## config.mk

```make
export PLATFORM = sky130hd
export DESIGN_NAME = tcc_front
export DESIGN_NICKNAME = d
export VERILOG_FILES = /design/src/tcc_pkg.sv /design/src/tcc_front.sv
export SDC_FILE = /design/constraint.sdc
export NUM_CORES = 1
export LEC_CHECK = 0
export BUFFER_PORTS_ARGS = -buffer_cell sky130_fd_sc_hd__buf_4
export CAP_MARGIN = 20
export CELL_PAD_IN_SITES_DETAIL_PLACEMENT = 0
export CELL_PAD_IN_SITES_GLOBAL_PLACEMENT = 1
export CORE_MARGIN = 2
export CORE_UTILIZATION = 25
export DETAILED_ROUTE_END_ITERATION = 10
export MAX_ROUTING_LAYER = met4
export PLACE_DENSITY = 0.84
export SLEW_MARGIN = 20
export SYNTH_ARGS = -nofsm -noshare
export SYNTH_HDL_FRONTEND = slang
export SYNTH_SLANG_ARGS = --single-unit
```

## constraint.sdc

```tcl
create_clock -name vclk -period 4.54
set_input_delay 0.681 -clock vclk [all_inputs]
set_output_delay 0.681 -clock vclk [all_outputs]
set_load 0.02 [all_outputs]
```

## src/tcc_pkg.sv

```systemverilog
`default_nettype none

package tcc_pkg;

    // Default size of the character store
    localparam int DEF_MAX_COLS = 128;
    localparam int DEF_MAX_ROWS = 64;

    localparam logic [7:0] SPACE_CHAR = 8'h20;

    // Register reset values
    localparam logic [7:0] COLUMNS_RST = 8'd80;
    localparam logic [6:0] ROWS_RST    = 7'd30;

    // Configuration register indexes
    localparam int CFG_IDX_W = 1;
    localparam logic [CFG_IDX_W-1:0] REG_COLUMNS = 1'b0;
    localparam logic [CFG_IDX_W-1:0] REG_ROWS    = 1'b1;

    // Stream widths
    localparam int IN_DATA_W  = 24;
    localparam int OUT_DATA_W = 24;

    // Command queue between front and back
    localparam int QDEPTH = 2;
    localparam int QPW    = 1;
    localparam int QCW    = 2;

    typedef enum logic [1:0] {
        FN_PUT,
        FN_NEWLINE,
        FN_MOVE,
        FN_READ
    } func_t;

    // Classified command; positions are already clamped to the used area
    typedef struct packed {
        func_t      func;
        logic [7:0] ch;
        logic [6:0] px;
        logic [5:0] py;
    } cmd_t;

    typedef enum logic [2:0] {
        B_CLEAR,
        B_IDLE,
        B_RD_WAIT,
        B_SCR_RD,
        B_SCR_WR,
        B_FILL,
        B_DONE
    } bstate_t;

endpackage

`default_nettype wire

```

## src/tcc_front.sv

```systemverilog
`default_nettype none

module tcc_front
    import tcc_pkg::*;
#(
    parameter int MAX_COLS = DEF_MAX_COLS,
    parameter int MAX_ROWS = DEF_MAX_ROWS,
    localparam int NCW = $clog2(MAX_COLS) + 1,
    localparam int NRW = $clog2(MAX_ROWS) + 1
)
(
    input  logic                 s_tvalid,
    output logic                 s_tready,
    input  logic [IN_DATA_W-1:0] s_tdata,
    input  logic [1:0]           s_tuser,
    input  logic [NCW-1:0]       used_cols,
    input  logic [NRW-1:0]       used_rows,
    input  logic                 init_done,
    input  logic                 q_full,
    output logic                 q_push,
    output cmd_t                 q_cmd
);

    localparam int PXW = (NCW > 7) ? NCW : 7;
    localparam int PYW = (NRW > 6) ? NRW : 6;

    logic [PXW-1:0] px_w;
    logic [PXW-1:0] nc_w;
    logic [PXW-1:0] px_cl;
    logic [PYW-1:0] py_w;
    logic [PYW-1:0] nr_w;
    logic [PYW-1:0] py_cl;

    // Clamp positions against the used area
    always_comb
    begin
        px_w  = PXW'(s_tdata[14:8]);
        nc_w  = PXW'(used_cols);
        px_cl = (px_w >= nc_w) ? (nc_w - PXW'(1)) : px_w;
        py_w  = PYW'(s_tdata[20:15]);
        nr_w  = PYW'(used_rows);
        py_cl = (py_w >= nr_w) ? (nr_w - PYW'(1)) : py_w;
    end

    assign s_tready   = init_done && !q_full;
    assign q_push     = s_tvalid && s_tready;
    assign q_cmd.func = func_t'(s_tuser);
    assign q_cmd.ch   = s_tdata[7:0];
    assign q_cmd.px   = 7'(px_cl);
    assign q_cmd.py   = 6'(py_cl);

endmodule

`default_nettype wire

```

After elaboration in Yosys (flattened, before gate mapping)
Index checks and enable logic that the tools add are counted.
{ "word_totals": {"ff_bits": 0, "in_bits": 44, "out_inout_bits": 25, "elab_cells": 9} }
{ "classes": {"add_sub_neg": 2, "magnitude_cmp": 2, "mux": 2, "reduce_logical": 3} }
{ "op_table": {"columns": ["op", "count"], "rows": [
  ["$ge A7 B8 Y1", 1],
  ["$ge A6 B7 Y1", 1],
  ["$mux W7", 1],
  ["$sub A7 B1 Y7 const B", 1],
  ["$mux W6", 1],
  ["$sub A6 B1 Y6 const B", 1],
  ["$logic_and A1 B1 Y1", 2],
  ["$logic_not A1 Y1", 1]
]} }

Longest topological paths before layout
{ "logic_depth": {"depth_word": 3, "depth_mapped": 6, "ltp_nobuf": 6} }

Least setup slack after synthesis
OpenSTA, ideal clock, no wires.
{ "synth_timing": {"kind": "input port to output port", "from": "in s_tdata[8]", "to": "out q_cmd[6] in the netlist's numbering", "t_arrival_ns": 2.103, "required_ns": 3.859, "slack_ns": 1.756, "cell_stages": 6, "n_path_buf": 0, "path_cell_list": "inv_1 > ha_1 > nand2b_4 > a2111oi_4 > o22ai_4 > mux2i_1"} }
{ "synth_rtl": {"columns": ["item", "line", "text"], "rows": [
  ["start, declared", "tcc_front.sv:14", "input logic [IN_DATA_W-1:0] s_tdata,"],
  ["end, declared", "tcc_front.sv:21", "output cmd_t q_cmd"]
]} }

==> out/qor.yml <==
place:
  place_area_um2: 1080
  io_buffer_count: 46
  dp_hpwl_um: 1620
  routabilityCongestion: 0.744
cells_and_area:
  drive_gt1_share_pct: 47.2
  n_antenna_cell: 0
  design_area_um2: 1080
  fill_cells: 303
  layout_commonest_cell: "buf_4"
  nets: 186
  n_clock_buffer: 0
  area_growth_pct: 40.6
  final_cell_mix: "buf_4 (46), inv_1 (17), ha_1 (15)"
  multi_input_area_um2: 628
  n_sequential_cell: 0
  final-seq-area_um2: 0
power_and_ir_drop:
  pwr-share-comb_pct: 100.0
  internal_power_uw: 66.7
  p_clk_share_pct: 0
  powerDensity_nw_per_um2: 114
  swShare_pct: 45.8
  seq_power_share_pct: 0
  switchingPower_uw: 56.2
  ir_worst_vdd_uv: 38.8
  total_leakage_power_uw: 0.000586
route:
  viasPerCell: 4.57
  met2WireLength_um: 1060
  wl_met3_um: 48
  drt_iter0_markers: 10
  postRouteWirelength_um: 1740
  routedWlPerCell_um: 11.0
  maxUsedRoutingLayer: "met3"
  drcViolationCount: 0
  dr.pass1.iters: 3
  antenna_left: 0
  vias: 722
  drt-met1-wl_um: 627
sta:
  finalSetupTns_ns: 0
  finalHoldViolCount: 0
  setup_viol: 0
  slew_viol_final: 0
  post-route-period-util_pct: 66.0
  fin_crit_ns: 2.99
  slew_headroom_pct: 73.8
  fmax_ghz: 0.334
  grt_setup_unrepaired: "no"
  worst_slew_pin_slew_ns: 0.394
die:
  die_w_um: 59.4
  ios: 69
  chipHeight_um: 59.4
  start_util_pct: 25.8
  dieArea_um2: 3530
  coreArea_um2: 2980
  fp-row-count: 20
global_routing:
  overflow: 0
  grt_pass1_wl_um: 2770
  grt_max_degree: 8
  track_usage_pct: 9.93
  antenna_found_initial: 0
  grt_pass1_vias: 657
run_status:
  status: "completed"
synthesis:
  syn_nets: 148
  netlist_area_um2: 767
  yosysWarnings: 0
  syn_avg_cell_area_um2: 8.62
  synth_cell_types: 27
  netlist_instances: 89
  ys_seq_area_share_pct: 0
setup_path:
  start_kind: "input port"
  path_class: "in -> out"
  worstSetupEndpointType: "primary output"
  crit_required_ns: 3.86
  cp_max_fo: 7
  cp.arrival_ns: 2.31
hold_path:
  hp-start: "s_tdata[2]"
  min_path_type: "in -> out"
  hold-path-cell-count: 0
  worst_hold_path.endpoint: "q_cmd[15]"
cts:
  cts-resized-gates: 0
  cts_setup_buffers: 0
  hold_buffers: 0
flow_run:
  drv_cap: 0
-- logic make-up after synthesis --
| family | share of synthesized area [%] |
|---|---|
| compound gates | 14.4 |
| xor+xnor | 10.3 |
| fa+ha+maj | 24.5 |
| buf+inv | 18.1 |
| mux | 20.9 |
| simple gates | 11.9 |
-- power groups by stage --
stage	Combinational (uW)	Clock (uW)	Sequential (uW)
3_5_place_dp	125	0	0
6_report	123	0	0
4_1_cts	125	0	0
5_1_grt	135	0	0
2_1_floorplan	85.2	0	0
3_3_place_gp	122	0	0
-- worst max path at each step --
stage                    start         to  slack (ns)  depth (start not counted)
floorplan           s_tdata[8]   q_cmd[6]        1.76                          6
global placement    s_tdata[8]  q_cmd[12]        1.54                          8
detailed placement  s_tdata[8]  q_cmd[11]        1.53                          8
CTS                 s_tdata[8]  q_cmd[12]        1.53                          8
global route        s_tdata[8]  q_cmd[12]        1.45                          8
finish              s_tdata[8]  q_cmd[12]        1.55                          8
-- cells in the mapped netlist, drive strengths merged --
library cell | number | area (um2)
a2111oi | 1 | 27.5
a211oi | 1 | 7.51
a21o | 2 | 15.0
a21oi | 2 | 10.0
and2 | 1 | 6.26
and4b | 2 | 20.0
buf | 10 | 75.1
ha | 15 | 188
inv | 17 | 63.8
mux2 | 9 | 120
mux2i | 4 | 40.0
nand2 | 1 | 3.75
nand2b | 2 | 20.0
nand3 | 3 | 15.0
nand4 | 1 | 6.26
nor2 | 1 | 3.75
nor2b | 1 | 6.26
nor3 | 2 | 10.0
o21a | 1 | 7.51
o21ai | 2 | 10.0
o22ai | 2 | 32.5
xnor2 | 7 | 61.3
xor2 | 2 | 17.5
-- layout make-up --
cell class | instances | area share (%)
inverters | 17 | 5.92
multi-input cells | 62 | 58.2
well taps | 33 | 3.83
repair buffers | 46 | 32.0
-- worst max-delay path, stage by stage --
cell and delay, ns:
buf_4 0.08, inv_1 0.04, ha_1 0.28, nand2b_4 0.15, a2111oi_4 0.40, o22ai_4 0.21
mux2_4 0.33, buf_4 0.16
-- layer usage --
metal	up-vias	global-route usage (%)
li1	370	-
met4	0	0
met2	12	19.2
met3	0	0.873
met5	-	-
met1	340	11.7
-- metrics by stage --
step / total power, uW / hold slack [ns] / setup WS [ns] / util, % / std cells
after detailed placement: 125 / 1.36 / 1.53 / 36.2 / 158
after CTS: 125 / 1.36 / 1.53 / 36.2 / 158
final: 123 / 1.36 / 1.55 / 36.2 / 158
after global routing: 135 / 1.36 / 1.45 / 36.2 / 158
after floorplan: 85.2 / 1.44 / 1.76 / - / 89
after global placement: 122 / 1.36 / 1.54 / 36.2 / 158
Power figures use the tool's default switching activity.
