### src/tcc_pkg.sv
`default_nettype none

package tcc_pkg;

    // Default size of the character store
    localparam int DEF_MAX_COLS = 128;
    localparam int DEF_MAX_ROWS = 64;

    localparam logic [7:0] SPACE_CHAR = 8'h20;

    // Register reset values
    localparam logic [7:0] COLUMNS_RST = 8'd80;
    localparam logic [6:0] ROWS_RST    = 7'd30;

    // Configuration register indexes
    localparam int CFG_IDX_W = 1;
    localparam logic [CFG_IDX_W-1:0] REG_COLUMNS = 1'b0;
    localparam logic [CFG_IDX_W-1:0] REG_ROWS    = 1'b1;

    // Stream widths
    localparam int IN_DATA_W  = 24;
    localparam int OUT_DATA_W = 24;

    // Command queue between front and back
    localparam int QDEPTH = 2;
    localparam int QPW    = 1;
    localparam int QCW    = 2;

    typedef enum logic [1:0] {
        FN_PUT,
        FN_NEWLINE,
        FN_MOVE,
        FN_READ
    } func_t;

    // Classified command; positions are already clamped to the used area
    typedef struct packed {
        func_t      func;
        logic [7:0] ch;
        logic [6:0] px;
        logic [5:0] py;
    } cmd_t;

    typedef enum logic [2:0] {
        B_CLEAR,
        B_IDLE,
        B_RD_WAIT,
        B_SCR_RD,
        B_SCR_WR,
        B_FILL,
        B_DONE
    } bstate_t;

endpackage

`default_nettype wire

### src/tcc_fifo.sv
`default_nettype none

module tcc_fifo
    import tcc_pkg::*;
(
    input  logic clk,
    input  logic rst_n,
    input  logic push,
    input  cmd_t push_cmd,
    input  logic pop,
    output cmd_t head_cmd,
    output logic full,
    output logic empty
);

    cmd_t             q_mem [QDEPTH];
    logic [QPW-1:0]   wr_ptr_reg;
    logic [QPW-1:0]   wr_ptr_next;
    logic [QPW-1:0]   rd_ptr_reg;
    logic [QPW-1:0]   rd_ptr_next;
    logic [QCW-1:0]   count_reg;
    logic [QCW-1:0]   count_next;

    assign full     = (count_reg == QCW'(QDEPTH));
    assign empty    = (count_reg == '0);
    assign head_cmd = q_mem[rd_ptr_reg];

    always_comb
    begin
        wr_ptr_next = wr_ptr_reg;
        rd_ptr_next = rd_ptr_reg;
        count_next  = count_reg;
        if (push)
        begin
            wr_ptr_next = (wr_ptr_reg == QPW'(QDEPTH - 1)) ? '0 : wr_ptr_reg + QPW'(1);
        end
        if (pop)
        begin
            rd_ptr_next = (rd_ptr_reg == QPW'(QDEPTH - 1)) ? '0 : rd_ptr_reg + QPW'(1);
        end
        if (push && !pop)
        begin
            count_next = count_reg + QCW'(1);
        end
        else if (pop && !push)
        begin
            count_next = count_reg - QCW'(1);
        end
    end

    always_ff @(posedge clk or negedge rst_n)
    begin
        if (!rst_n)
        begin
            wr_ptr_reg <= '0;
            rd_ptr_reg <= '0;
            count_reg  <= '0;
        end
        else
        begin
            wr_ptr_reg <= wr_ptr_next;
            rd_ptr_reg <= rd_ptr_next;
            count_reg  <= count_next;
        end
    end

    always_ff @(posedge clk)
    begin
        if (push)
        begin
            q_mem[wr_ptr_reg] <= push_cmd;
        end
    end

    a_no_overflow: assert property (@(posedge clk) disable iff (!rst_n)
        push |-> !full)
        else $error("command queue overflow");

    a_no_underflow: assert property (@(posedge clk) disable iff (!rst_n)
        pop |-> !empty)
        else $error("command queue underflow");

endmodule

`default_nettype wire

### config.mk
export PLATFORM = sky130hd
export DESIGN_NAME = tcc_fifo
export DESIGN_NICKNAME = d
export VERILOG_FILES = /design/src/tcc_pkg.sv /design/src/tcc_fifo.sv
export SDC_FILE = /design/constraint.sdc
export NUM_CORES = 1
export LEC_CHECK = 0
export BUFFER_PORTS_ARGS = -buffer_cell sky130_fd_sc_hd__buf_4
export CELL_PAD_IN_SITES_DETAIL_PLACEMENT = 0
export CELL_PAD_IN_SITES_GLOBAL_PLACEMENT = 1
export CORE_ASPECT_RATIO = 1.25
export CORE_UTILIZATION = 47
export CTS_CLUSTER_DIAMETER = 30
export DETAILED_ROUTE_END_ITERATION = 8
export PLACE_DENSITY_LB_ADDON = 0.1
export SYNTH_ARGS = -nofsm -noshare
export SYNTH_HDL_FRONTEND = slang
export SYNTH_SLANG_ARGS = --single-unit
### constraint.sdc
create_clock -name clk -period 2.85 [get_ports clk]
set_input_delay 0.4275 -clock clk [delete_from_list [all_inputs] [get_ports clk]]
set_output_delay 0.4275 -clock clk [all_outputs]
set_load 0.005 [all_outputs]
Yosys cells after proc, flatten, opt, wreduce, memory -nomap -nowiden
Memories as Yosys holds them, arrays and structs flattened.
Cells that the tools add are included.

storage, ports and cells
  output and inout bits = 25
  bits of input ports = 27
  memories kept = 1
  bits in writable memories = 46
  word-level logic and storage cells = 21
  register bits after elaboration = 4

cells by class
  equality and inequality tests = 1
  add/subtract/negate cells = 4
  muxes and demuxes = 6
  reduce and logical (&&, ||, !) cells = 6

memories
  memory  depth  width  rd ports  clocked after Yosys merged registers in  write ports  RTL line        text
  q_mem   2      23     1         0                                        1            tcc_fifo.sv:16  cmd_t q_mem [QDEPTH];

operator list
  operator             number
  $mux 1               4
  $mux 2               2
  $add 1x1->1 const B  2
  $add 2x1->2 const B  1
  $eq 2x2->1 const B   1
  $logic_and 1x1->1    2
  $logic_not 1->1      2
  $logic_not 2->1      1
  $reduce_bool 2->1    1
  $sub 2x1->2 const B  1

Longest topological paths before layout
  depth in word-level cells = 4
  mapped depth = 5
  mapped depth without buffers = 5

Worst setup path before layout
Ideal clock, no wire load.

  path kind = input to register
  from = input push
  to = memory q_mem[0][0] (netlist bit), enable pin
  library setup time = 0.405 ns
  cell stages on the path = 1
  data arrival time = 1.491 ns
  data required time = 2.445 ns
  buffers on the path = 0
  setup slack = 0.954 ns
  path through = nor2b_1

between the ends
  longest elaborated chain between the ends = 2

RTL lines
  element                       RTL line        text
  from (decl)                   tcc_fifo.sv:8   input logic push,
  $mux 1                        tcc_fifo.sv:69  if (push)
  $mux 1 (not written as such)  tcc_fifo.sv:71  q_mem[wr_ptr_reg] <= push_cmd;
  to (decl)                     tcc_fifo.sv:16

Every way passes these cells.

==> impl_metrics.env <==
export IMPL_syn_inst=88
export IMPL_dr_pass1_iters=2
export IMPL_p_per_area_mw_per_mm2=905.2
export IMPL_status="finished clean"
export IMPL_rsz0062_at_grt="no"
export IMPL_grt_pass1_wl_mm=4.291
export IMPL_crit_top_cell="buf_4"
export IMPL_start_kind="flop"
export IMPL_grt_pass1_vias=948
export IMPL_dp_cells=194
export IMPL_die_height_um=74.01
export IMPL_num_vias=954
export IMPL_gp_congestion=0.6641
export IMPL_whs_endpoint="q_mem[0][7]$_DFFE_PP_"
export IMPL_root_buffer="clkbuf_8"
export IMPL_wl_mm=2.817
export IMPL_die_w_um=59.60
export IMPL_path_max_fanout=10
export IMPL_yosysTopAreaCellShare=0.7086
export IMPL_wl_per_cell_um=13.88
export IMPL_final_common_cell="buf_4"
export IMPL_drv_slew=0
export IMPL_crit_path_max_incr_delay_ns=0.63
export IMPL_fin_total_pwr_mw=2.263
export IMPL_final_cells=203
export IMPL_power_frac_clock=0.207
export IMPL_cts_sinks=50
export IMPL_rrSetupSlack_ns=1.69
export IMPL_finalNetCount=176
export IMPL_power_frac_seq=0.469
export IMPL_drtAntennaViolNets=0
export IMPL_hpwlAfterDp_mm=1.974
export IMPL_utilization=0.6445
export IMPL_numCtsBuffers=5
export IMPL_crit_buf_inv=2
export IMPL_internal_power_mw=1.706
export IMPL_timing_max_cap_violations=0
export IMPL_place_ws_ns=1.040
export IMPL_slew_headroom=0.6945
export IMPL_finalSetupTns_ns=0
export IMPL_p_leak_nw=1.023
export IMPL_dr_first_iter_drc_count=16
export IMPL_h_tree_depth=2
export IMPL_swShare=0.2463
export IMPL_yosysSeqAreaShare=0.7599
export IMPL_grt_max_degree=24
export IMPL_period_share=0.7355
export IMPL_path_cells="buf_4, mux2_4, buf_4"
export IMPL_skew_ns=0.002932
export IMPL_hp_class="in -> reg"
export IMPL_hp_start="push_cmd[7]"
export IMPL_synth_cell_area_sq_mm=0.001949
export IMPL_min_period_ns=2.096
export IMPL_cp_top_family="flip-flops"
export IMPL_combPwrFrac=0.324
export IMPL_n_antenna_cell=0
export IMPL_cts_tree="yes"
export IMPL_ys_types=13
export IMPL_cts_setup_buffers=0
export IMPL_ys_top_cells_by_area="edfxtp_1 71%, mux2_4 15%, dfrtp_1 5.1%"
export IMPL_largest_reg_flops=46
export IMPL_via_per_inst=4.700
export IMPL_critPathSlowestCell="dfrtp_1"
export IMPL_fmax_mhz=477.1
export IMPL_finalHoldViolCount=0
export IMPL_netSwitchingPower_mw=0.5573
export IMPL_rr_worst_depth=2
export IMPL_insertion_delay_ns=0.29
export IMPL_yosysWarnings=0
export IMPL_setup_ws_ns=0.7538
export IMPL_die_area_sq_mm=0.004411
export IMPL_yosys_area_top_type="edfxtp_1"
export IMPL_critPathRequiredTime_ns=2.42
export IMPL_vdd_drop_max_v=0.0005503
export IMPL_layout_drive_gt1_share=0.5839
export IMPL_avgSynthCellArea_sq_um=22.15
export IMPL_clockBufferDepth=2
export IMPL_r2r_start="wr_ptr_reg$_DFFE_PN0P_"
export IMPL_ys_ff_latch=50
export IMPL_grt_ovfl_total=0
export IMPL_track_usage=0.1420
export IMPL_pin_count=52
export IMPL_whs_path_depth=1
export IMPL_io_buffers=51
export IMPL_area_growth_pct=28.24
export IMPL_setup_viol=0
export IMPL_crit_type="reg -> out"
export IMPL_clkTransAtPathRegs_ns=0.08
export IMPL_rows=25
export IMPL_cp_arrival_ns=1.67
export IMPL_tightest_slew_ns=0.4583
export IMPL_drc=0
export IMPL_end_kind="primary output"
export IMPL_mostFrequentLayoutCells="55 x buf_4, 46 x edfxtp_1, 19 x mux2_4"
export IMPL_synth_fp_nets=116
export IMPL_start_util=0.5026
export IMPL_coreArea_sq_mm=0.003879
export IMPL_antenna_found_initial=0
export IMPL_r2r_end="q_mem[0][16]$_DFFE_PP_"
power by group through the flow:
| stage | Sequential, mW | Combinational (mW) | Clock, mW |
|---|---|---|---|
| 5_1_grt | 1.08 | 0.794 | 0.520 |
| 2_1_floorplan | 1.04 | 0.510 | 0 |
| 4_1_cts | 1.07 | 0.752 | 0.483 |
| 6_report | 1.06 | 0.734 | 0.467 |
| 3_5_place_dp | 1.08 | 0.750 | 0 |
| 3_3_place_gp | 1.07 | 0.739 | 0 |
cells by family (layout without fill, tap and decap cells):
| logic type | after synthesis | in the layout | share of synthesized area |
|---|---|---|---|
| xor gates and xnor gates | 5 | 5 | 0.02246 |
| adders and majority gates | 1 | 1 | 0.006417 |
| buffers and inverters | 4 | 65 | 0.02824 |
| DFF | 50 | 50 | 0.7599 |
| muxes | 23 | 23 | 0.1694 |
| and+or+nand+nor | 5 | 5 | 0.01348 |
through the flow:
step | instance area, sq um | hold WS, ns
2_1_floorplan | 1949 | 0.1319
3_3_place_gp | 2381 | 0.2265
3_5_place_dp | 2381 | 0.2269
4_1_cts | 2500 | 0.3038
5_1_grt | 2500 | 0.2810
6_report | 2500 | 0.3147
worst max-delay path by stage:
stage	depth (start not counted)	from	to
detailed placement	3	rd_ptr_reg$_DFFE_PN0P_	head_cmd[6]
CTS	3	rd_ptr_reg$_DFFE_PN0P_	head_cmd[6]
global route	3	rd_ptr_reg$_DFFE_PN0P_	head_cmd[6]
floorplan	1	push	q_mem[0][0]$_DFFE_PP_
finish	3	rd_ptr_reg$_DFFE_PN0P_	head_cmd[6]
global placement	3	rd_ptr_reg$_DFFE_PN0P_	head_cmd[6]
worst register-to-register path, cell delays in order, from the launching register on:
cell and delay (ns):
dfrtp_1 0.42, nor2b_2 0.11, buf_4 0.31
cells in the mapped netlist:
master and number:
and2_1 1, edfxtp_1 46, buf_6 1, nor2_1 2, nor2b_1 2, ha_1 1, dfrtp_1 4, mux2_4 19
xnor2_1 1, xor2_1 4, inv_1 1, buf_12 2, mux2_2 4
layout make-up:
class	instances	area, sq um
clock buffers	5	68.82
inverters	1	3.754
repair buffers	56	422.9
multi-input cells	34	415.4
flip-flops and latches	50	1481
clock inverters	3	40.04
well taps	54	67.56
fillers	299	1379
timing repair:
action | in CTS | in global routing
resized for setup | 0 | 0
hold endpoints to repair | 4 | 0
hold buffers | 1 | 0
metal layers:
metal  routed length, um  GRT usage  vias to the layer above
met5                   0          0                        -
met4                  19    0.05426                        0
met3                 206    0.07478                        2
met2                1515     0.2397                       40
met1                1074     0.1493                      463
li1                    -          -                      449
Power figures use the tool's default switching activity.
